**src/rtl/slfc_pkg.sv**
```systemverilog
package slfc_pkg;

    localparam int FRAME_BUFFER_DEPTH = 64;
    localparam int ADDR_W             = $clog2(FRAME_BUFFER_DEPTH);
    localparam int MAX_LEN            = FRAME_BUFFER_DEPTH - 5;
    localparam int QUEUE_DEPTH        = 2;

    localparam logic [7:0] SYNC_FIRST_RESET  = 8'h5a;
    localparam logic [7:0] SYNC_SECOND_RESET = 8'h3c;
    localparam logic [7:0] TAIL_VALUE_RESET  = 8'hDB;
    localparam logic [7:0] CMD_MIN           = 8'h01;
    localparam logic [7:0] CMD_MAX           = 8'h03;

    localparam logic [1:0] REG_SYNC_FIRST  = 2'd0;
    localparam logic [1:0] REG_SYNC_SECOND = 2'd1;
    localparam logic [1:0] REG_TAIL_VALUE  = 2'd2;

    typedef enum logic [2:0] {
        STATUS_OK          = 3'd0,
        STATUS_BAD_SUM     = 3'd1,
        STATUS_BAD_TAIL    = 3'd2,
        STATUS_UNKNOWN_CMD = 3'd3,
        STATUS_BAD_LENGTH  = 3'd4
    } status_t;

    typedef struct packed {
        status_t             status;
        logic [7:0]          cmd;
        logic [ADDR_W-1:0]   last_idx;
    } job_t;

    typedef struct packed {
        logic                en;
        logic [ADDR_W-1:0]   addr;
        logic [7:0]          data;
    } store_wr_t;

endpackage

```
**src/rtl/slfc_front.sv**
```systemverilog
module slfc_front (
    input  logic                           aclk,
    input  logic                           aresetn,
    input  logic                           cfg_write,
    input  logic [1:0]                     cfg_index,
    input  logic [7:0]                     cfg_wdata,
    input  logic                           s_valid,
    output logic                           s_ready,
    input  logic [7:0]                     s_rx_byte,
    input  logic                           queue_full,
    input  logic                           back_busy,
    output logic                           push,
    output slfc_pkg::job_t                 push_job,
    output slfc_pkg::store_wr_t            store_wr
);

    typedef enum logic [5:0] {
        PH_SYNC1 = 6'b000001,
        PH_SYNC2 = 6'b000010,
        PH_LEN   = 6'b000100,
        PH_BODY  = 6'b001000,
        PH_SUM   = 6'b010000,
        PH_TAIL  = 6'b100000
    } phase_t;

    phase_t                        phase_reg, phase_next;
    logic [7:0]                    sync_first_reg, sync_second_reg, tail_value_reg;
    logic [7:0]                    length_reg, length_next;
    logic [slfc_pkg::ADDR_W-1:0]   taken_reg, taken_next;
    logic [7:0]                    sum_reg, sum_next;
    logic [7:0]                    checksum_reg, checksum_next;
    logic [7:0]                    cmd_reg, cmd_next;
    logic                          accept;
    logic [8:0]                    taken_inc;
    slfc_pkg::status_t             tail_status;

    assign s_ready   = !queue_full && !((phase_reg == PH_BODY) && back_busy);
    assign accept    = s_valid && s_ready;
    assign taken_inc = 9'(taken_reg) + 9'd1;

    always_comb begin
        if (sum_reg != checksum_reg) begin
            tail_status = slfc_pkg::STATUS_BAD_SUM;
        end else if (s_rx_byte != tail_value_reg) begin
            tail_status = slfc_pkg::STATUS_BAD_TAIL;
        end else if (cmd_reg < slfc_pkg::CMD_MIN || cmd_reg > slfc_pkg::CMD_MAX) begin
            tail_status = slfc_pkg::STATUS_UNKNOWN_CMD;
        end else begin
            tail_status = slfc_pkg::STATUS_OK;
        end
    end

    always_comb begin
        phase_next        = phase_reg;
        length_next       = length_reg;
        taken_next        = taken_reg;
        sum_next          = sum_reg;
        checksum_next     = checksum_reg;
        cmd_next          = cmd_reg;
        push              = 1'b0;
        push_job.status   = slfc_pkg::STATUS_OK;
        push_job.cmd      = cmd_reg;
        push_job.last_idx = slfc_pkg::ADDR_W'(length_reg - 8'd1);
        store_wr.en       = 1'b0;
        store_wr.addr     = taken_reg;
        store_wr.data     = s_rx_byte;
        if (accept) begin
            case (phase_reg)
                PH_SYNC2: begin
                    if (s_rx_byte == sync_second_reg) begin
                        phase_next = PH_LEN;
                    end else if (s_rx_byte == sync_first_reg) begin
                        phase_next = PH_SYNC2;
                    end else begin
                        phase_next = PH_SYNC1;
                    end
                end
                PH_LEN: begin
                    if (s_rx_byte == 8'd0 || {1'b0, s_rx_byte} > 9'(slfc_pkg::MAX_LEN)) begin
                        push            = 1'b1;
                        push_job.status = slfc_pkg::STATUS_BAD_LENGTH;
                        push_job.cmd    = 8'd0;
                        phase_next      = PH_SYNC1;
                    end else begin
                        length_next = s_rx_byte;
                        taken_next  = '0;
                        sum_next    = 8'd0;
                        phase_next  = PH_BODY;
                    end
                end
                PH_BODY: begin
                    store_wr.en = 1'b1;
                    sum_next    = sum_reg + s_rx_byte;
                    taken_next  = slfc_pkg::ADDR_W'(taken_inc);
                    if (taken_reg == '0) begin
                        cmd_next = s_rx_byte;
                    end
                    if (taken_inc >= {1'b0, length_reg}) begin
                        phase_next = PH_SUM;
                    end
                end
                PH_SUM: begin
                    checksum_next = s_rx_byte;
                    phase_next    = PH_TAIL;
                end
                PH_TAIL: begin
                    push            = 1'b1;
                    push_job.status = tail_status;
                    phase_next      = PH_SYNC1;
                end
                default: begin
                    phase_next = (s_rx_byte == sync_first_reg) ? PH_SYNC2 : PH_SYNC1;
                end
            endcase
        end
    end

    always_ff @(posedge aclk) begin
        if (!aresetn) begin
            phase_reg       <= PH_SYNC1;
            sync_first_reg  <= slfc_pkg::SYNC_FIRST_RESET;
            sync_second_reg <= slfc_pkg::SYNC_SECOND_RESET;
            tail_value_reg  <= slfc_pkg::TAIL_VALUE_RESET;
            length_reg      <= 8'd0;
            taken_reg       <= '0;
            sum_reg         <= 8'd0;
            checksum_reg    <= 8'd0;
            cmd_reg         <= 8'd0;
        end else begin
            phase_reg    <= phase_next;
            length_reg   <= length_next;
            taken_reg    <= taken_next;
            sum_reg      <= sum_next;
            checksum_reg <= checksum_next;
            cmd_reg      <= cmd_next;
            if (cfg_write) begin
                case (cfg_index)
                    slfc_pkg::REG_SYNC_FIRST:  sync_first_reg  <= cfg_wdata;
                    slfc_pkg::REG_SYNC_SECOND: sync_second_reg <= cfg_wdata;
                    slfc_pkg::REG_TAIL_VALUE:  tail_value_reg  <= cfg_wdata;
                    default: begin
                    end
                endcase
            end
        end
    end

endmodule

```
**config.mk**
```make
export PLATFORM = sky130hd
export DESIGN_NAME = slfc_front
export DESIGN_NICKNAME = d
export VERILOG_FILES = /design/src/rtl/slfc_pkg.sv /design/src/rtl/slfc_front.sv
export SDC_FILE = /design/constraint.sdc
export NUM_CORES = 1
export LEC_CHECK = 0
export BUFFER_PORTS_ARGS = -buffer_cell sky130_fd_sc_hd__buf_2
export CAP_MARGIN = 10
export CORE_UTILIZATION = 57
export DETAILED_ROUTE_END_ITERATION = 10
export MAX_ROUTING_LAYER = met4
export PLACE_DENSITY_LB_ADDON = 0.3
export SLEW_MARGIN = 10
export SYNTH_ARGS = -nofsm -noshare
export SYNTH_HDL_FRONTEND = slang
export SYNTH_SLANG_ARGS = --single-unit
```
**constraint.sdc**
```tcl
create_clock -name aclk -period 3.09 [get_ports aclk]
set_clock_uncertainty 0.1 [all_clocks]
set_input_delay 0.309 -clock aclk [delete_from_list [all_inputs] [get_ports aclk]]
set_output_delay 0.309 -clock aclk [all_outputs]
set_load 0.1 [all_outputs]
```
# Word-level counts from Yosys, hierarchy flattened
# Cells that the tools add are included.
# W data, S select, Z words.
# totals
regBits	68
in_bits	24
out_inout_bits	34
word_cells	70
# classes
n_addsub	3
n_lt_le_gt_ge	4
n_eq_ne	13
n_mux	21
bitwise_logic	1
n_reduce_logical	19
# ops
op	count
$pmux W6 S5	1
$mux W11	2
$eq A8 B8 Y1	2
$mux W8	2
$ne A8 B8 Y1	2
$pmux W8 S2	1
$mux W6	2
$pmux W6 S2	1
$reduce_and A2 Y1	5
$reduce_and A3 Y1	3
$add A8 B8 Y8	1
$ge A7 B8 Y1	1
$gt A8 B2 Y1 const B	1
$gt A8 B6 Y1 const B	1
$logic_not A8 Y1	1
$lt A8 B1 Y1 const B	1
$mux W2	4
$add A6 B1 Y7 const B	1
$eq A6 B2 Y1 const B	1
$eq A6 B3 Y1 const B	1
$eq A6 B4 Y1 const B	1
$eq A6 B5 Y1 const B	1
$eq A6 B6 Y1 const B	1
$logic_not A6 Y1	1
16 further kinds	23

# Logic depth before layout (Yosys ltp)
# logic_depth
ltp_word	7
ltp_mapped	11
mapped_depth_nobuf	10

# Worst setup path before layout
# No wires, ideal clock.
# synth_timing
path_kind	register to register
startpoint	register taken_reg[0] (netlist name)
endpoint	register phase_reg[0]
setup_time_ns	0.126
t_arrival_ns	3.110
t_required_ns	2.864
path_slack_ns	-0.246
path_stages_with_launch	11
n_path_buf	0
period_less_slack_ns	3.336
cell_sequence	dfxtp_1 nand3_1 nor2_1 xor2_1 ha_1 a211oi_1 nor3_1 a211o_1 nand2_2 nor3_1 a2111o_1
# synth_between
elab_chain_len	4
# synth_rtl
item	line	source
start, declared	slfc_front.sv:29	logic [slfc_pkg::ADDR_W-1:0] taken_reg, taken_next;
start signal, assigned	slfc_front.sv:132	taken_reg <= taken_next;
$add A6 B1 Y7	slfc_front.sv:39	assign taken_inc = 9'(taken_reg) + 9'd1;
$ge A7 B8 Y1	slfc_front.sv:98	if (taken_inc >= {1'b0, length_reg}) begin
$ne A2 B1 Y1 (no source line)	n/a	
$reduce_and A2 Y1 (no source line)	n/a	
end signal, assigned	slfc_front.sv:130	phase_reg <= phase_next;
end, declared	slfc_front.sv:26	phase_t phase_reg, phase_next;
# No other way between the ends.
# A chain may end at the register's enable or synchronous reset.

==> results.txt <==
* Initial antenna violation count: 0
- The share of synthesized area in the top cell type comes to 0.356.
* Die Area: 7040 µm²
- Root Buffer: sky130_fd_sc_hd__clkbuf_8
* Vias: 3212
- For this configuration, the core starts out at a cell density of 0.595.
- In this run the core area contains 29 standard-cell rows.
* Number of placed I/O pins: 58
* Number of standard cells after synthesis: 442
- Mean cell area of the mapped netlist: 8.65 µm²
* Sum of negative setup slack: 0 ns
* Via/cell ratio: 5.66
* Top fanout value on the critical path: 10
* Post-route DRC: 10
* Path type of the worst min-delay path: input pin to register
- Port Buffers: 57
- Hold-fix buffer count after cts: 0
* Wire length of the first global-routing pass: 14.9 mm
- Die outline width: 83.9 µm
* Share of synthesized area occupied by flip-flops and latches: 0.356
- Type of destination of the critical path: output pin
- Slew @ Worst Pin: 0.561 ns
- Post-Synthesis Cell Area: 3820 µm²
* Final number of hold-violating endpoints: 0
* Global-route usage over all layers: 0.277
- Setup repair after global routing left no endpoint under its margin.
- Worst setup slack before clock tree synthesis: 0.432 ns
* Max-slew headroom at the worst pin: 0.625
- Dpl hpwl: 6.56 mm
- IR Drop Worst-Case VDD: 340 µV
- The filler cells instantiated in the layout total 507.
- Max-cap violations in this run came to 0.
- The area growth from synthesis to layout is 13.9%.
- Relative contribution of the clock network to total power: 0.469
* Routed wirelength normalized by instance count: 15.9 µm
- Synth area leader: sky130_fd_sc_hd__dfxtp_1
- Count of flip-flops with a built-in enable after synthesis: 0
- In this run, CTS created clock tree buffers numbering 9.
- H-tree depth reported by CTS: 3
* Predominant post-synthesis flop cell: sky130_fd_sc_hd__dfxtp_1
* Via count of the first global-routing pass: 3105
- CTS tree: built
* Net switching power: 0.491 mW
- Largest net degree at the start of global routing: 22
- The clock passes through at most 2 buffers.
* CTS sink cnt: 68
- STA classifies the critical path startpoint as a register.
- Final cycle utilization of the critical path: 0.929
- Violated checks: design-rule violations
- Switching power share of the total: 0.239
- Post-placement cell area: 4090 µm²
* Part of the power in registers: 0.436
- In the final layout, the share of cells above drive strength 1 is 0.194.
- At the end of routability-driven placement, the weighted congestion stood at 0.840.
- The repair_antennas step left the layout with diodes totalling 0.
- After clock tree synthesis, the clock-pin slew on the worst setup and hold paths is 0.07 ns.
* Run status: finished with violations
* Flip-flop and latch count after synthesis: 68
* Req. time, crit path: 2.68 ns
* Synth area leaders: sky130_fd_sc_hd__dfxtp_1, sky130_fd_sc_hd__mux2i_1, sky130_fd_sc_hd__nor2_1, sky130_fd_sc_hd__ha_1, sky130_fd_sc_hd__xnor2_1
- Remaining antenna violation count after routing: 0
- Asr flop ratio synth: 0
* Startpoint-to-endpoint class of the critical path: register to output pin
* Total count of max-transition violations in the final report: 0
* Total wirelength of the detailed-routed design: 9.02 mm
* Min cycle time layout: 2.87 ns
- Hold timing on the final database bottoms out at a slack of 0.115 ns.
- Setup violations remaining at the end of the flow were counted as 0.
* Number of warnings reported in the yosys synthesis log: 0
- GR Overflow Total: 0
* Combinational power share: 0.095
- Areal power density over the cells: 473 nW/µm²
- Core Util, Final: 0.678
- Initial DRT Pass Iterations: 10
- The netlist uses 51 different library cells.
- For the worst-skew pair, the clock arrives at the later sink with an insertion delay of 0.34 ns.
- Cell internal pwr: 1.57 mW
- Based on the critical path, the design can be clocked at up to 348 MHz.
* Synthesized net count: 484
* Number of DRC violations after detailed-routing iteration 0: 211
* Leakage: 1.90 nW
* Vert. Die Dim: 83.9 µm
- Arrival time of data at the critical path endpoint: 2.46 ns
* Core box area: 6420 µm²
* Worst-case setup margin in the final layout: 0.219 ns
* Post-route standard cell area excluding fillers: 4360 µm²
* Net count reported at finish: 527
[cell families (layout without fill, tap and decap cells)]
group,after synthesis,after routing,share of synthesized area
simple gates,173,173,0.224
flops,68,68,0.356
compound gates,52,52,0.0890
xor+xnor,47,47,0.108
buf+inv,46,94,0.0625
mux,38,38,0.0995
fa+ha+maj,18,18,0.0609
[metal layers]
layer / vias up / share of wire / global-route usage
met5: - / 0 / -
met4: 0 / 0.016 / 0.105
met3: 13 / 0.065 / 0.0475
met2: 109 / 0.46 / 0.437
met1: 1494 / 0.45 / 0.355
li1: 1596 / - / -
[synth_stat cells, types with 2 or more instances]
| library cell | count |
|---|---|
| sky130_fd_sc_hd__dfxtp_1 | 68 |
| sky130_fd_sc_hd__nor2_1 | 59 |
| sky130_fd_sc_hd__nand2_1 | 41 |
| sky130_fd_sc_hd__mux2i_1 | 38 |
| sky130_fd_sc_hd__xnor2_1 | 24 |
| sky130_fd_sc_hd__xor2_1 | 23 |
| sky130_fd_sc_hd__nand3_1 | 19 |
| sky130_fd_sc_hd__a21oi_1 | 17 |
| sky130_fd_sc_hd__ha_1 | 17 |
| sky130_fd_sc_hd__inv_1 | 14 |
| sky130_fd_sc_hd__buf_2 | 10 |
| sky130_fd_sc_hd__buf_4 | 10 |
| sky130_fd_sc_hd__and2_1 | 9 |
| sky130_fd_sc_hd__clkbuf_1 | 9 |
| sky130_fd_sc_hd__nor3_1 | 7 |
| sky130_fd_sc_hd__nor4_1 | 7 |
| sky130_fd_sc_hd__o21ai_0 | 7 |
| sky130_fd_sc_hd__a211oi_1 | 6 |
| sky130_fd_sc_hd__a22oi_1 | 6 |
| sky130_fd_sc_hd__nand4_1 | 5 |
| sky130_fd_sc_hd__nand3b_1 | 4 |
| sky130_fd_sc_hd__a21o_1 | 3 |
| sky130_fd_sc_hd__a31oi_1 | 3 |
| sky130_fd_sc_hd__and3_1 | 3 |
| sky130_fd_sc_hd__o211ai_1 | 3 |
| sky130_fd_sc_hd__nand3_2 | 2 |
| sky130_fd_sc_hd__nor2b_1 | 2 |
| sky130_fd_sc_hd__nor3b_1 | 2 |
| sky130_fd_sc_hd__nor4_2 | 2 |
[power by group through the flow]
| stage | logic (mW) | clock network, mW | registers, mW |
|---|---|---|---|
| floorplan | 0.150 | 0 | 0.916 |
| global placement | 0.190 | 0 | 0.918 |
| detailed placement | 0.194 | 0 | 0.918 |
| CTS | 0.195 | 0.980 | 0.898 |
| global route | 0.209 | 1.02 | 0.899 |
| finish | 0.196 | 0.966 | 0.898 |
[layout make-up]
cell class | count | area, µm² | area share
repair buffers | 63 | 335 | 0.0770
flip-flops and latches | 68 | 1370 | 0.313
well taps | 77 | 96.3 | 0.0221
clock inverters | 6 | 136 | 0.0313
inverters | 15 | 56.3 | 0.0129
multi-input cells | 328 | 2240 | 0.514
clock buffers | 10 | 128 | 0.0293
[cells in the final DEF (no fill, tap or decap), drive strengths merged, types with 2 or more instances in the layout]
| master | count |
|---|---|
| nor2b | 2 |
| clkbuf | 12 |
| and2 | 9 |
| dfxtp | 68 |
| xnor2 | 24 |
| nor3 | 8 |
| nand3 | 21 |
| a211oi | 6 |
| or3 | 2 |
| and3 | 4 |
| a22oi | 6 |
| nand2 | 42 |
| nor3b | 2 |
| a31oi | 3 |
| nand4 | 5 |
| o21ai | 8 |
| mux2i | 38 |
| bufinv | 4 |
| nand3b | 4 |
| xor2 | 23 |
| ha | 17 |
| a21o | 3 |
| o211ai | 3 |
| inv | 15 |
| a21oi | 18 |
| nor2 | 59 |
| buf | 61 |
| nor4 | 9 |
[final timing paths]
path | from | end | slack [ns] | cells after the start
setup / recovery | phase_reg[5] | push_job[16] | 0.22 | 6
setup reg to reg | taken_reg[2] | checksum_reg[5] | 0.39 | 11
hold reg to reg | tail_value_reg[2] | tail_value_reg[2] | 0.38 | 2
hold / removal | cfg_wdata[1] | sync_first_reg[1] | 0.12 | 3
[stage by stage]
| stage | cells | total power, mW |
|---|---|---|
| 3_5_place_dp | 551 | 1.11 |
| 3_3_place_gp | 551 | 1.11 |
| 2_1_floorplan | 442 | 1.07 |
| 5_1_grt | 567 | 2.13 |
| 6_report | 567 | 2.06 |
| 4_1_cts | 567 | 2.07 |
[critical path, stage by stage (launching register included)]
cell	delay [ns]
sky130_fd_sc_hd__dfxtp_1	0.45
sky130_fd_sc_hd__nor2_1	0.13
sky130_fd_sc_hd__and3_2	0.31
sky130_fd_sc_hd__a21oi_4	0.29
sky130_fd_sc_hd__nand3b_1	0.35
sky130_fd_sc_hd__inv_1	0.16
sky130_fd_sc_hd__buf_2	0.44
[timing repair]
item	CTS	global route
resized for setup	0	3
endpoints found under the hold margin	0	0
setup endpoints to repair	0	10
setup buffers	0	0
(Power assumes the default switching activity.)
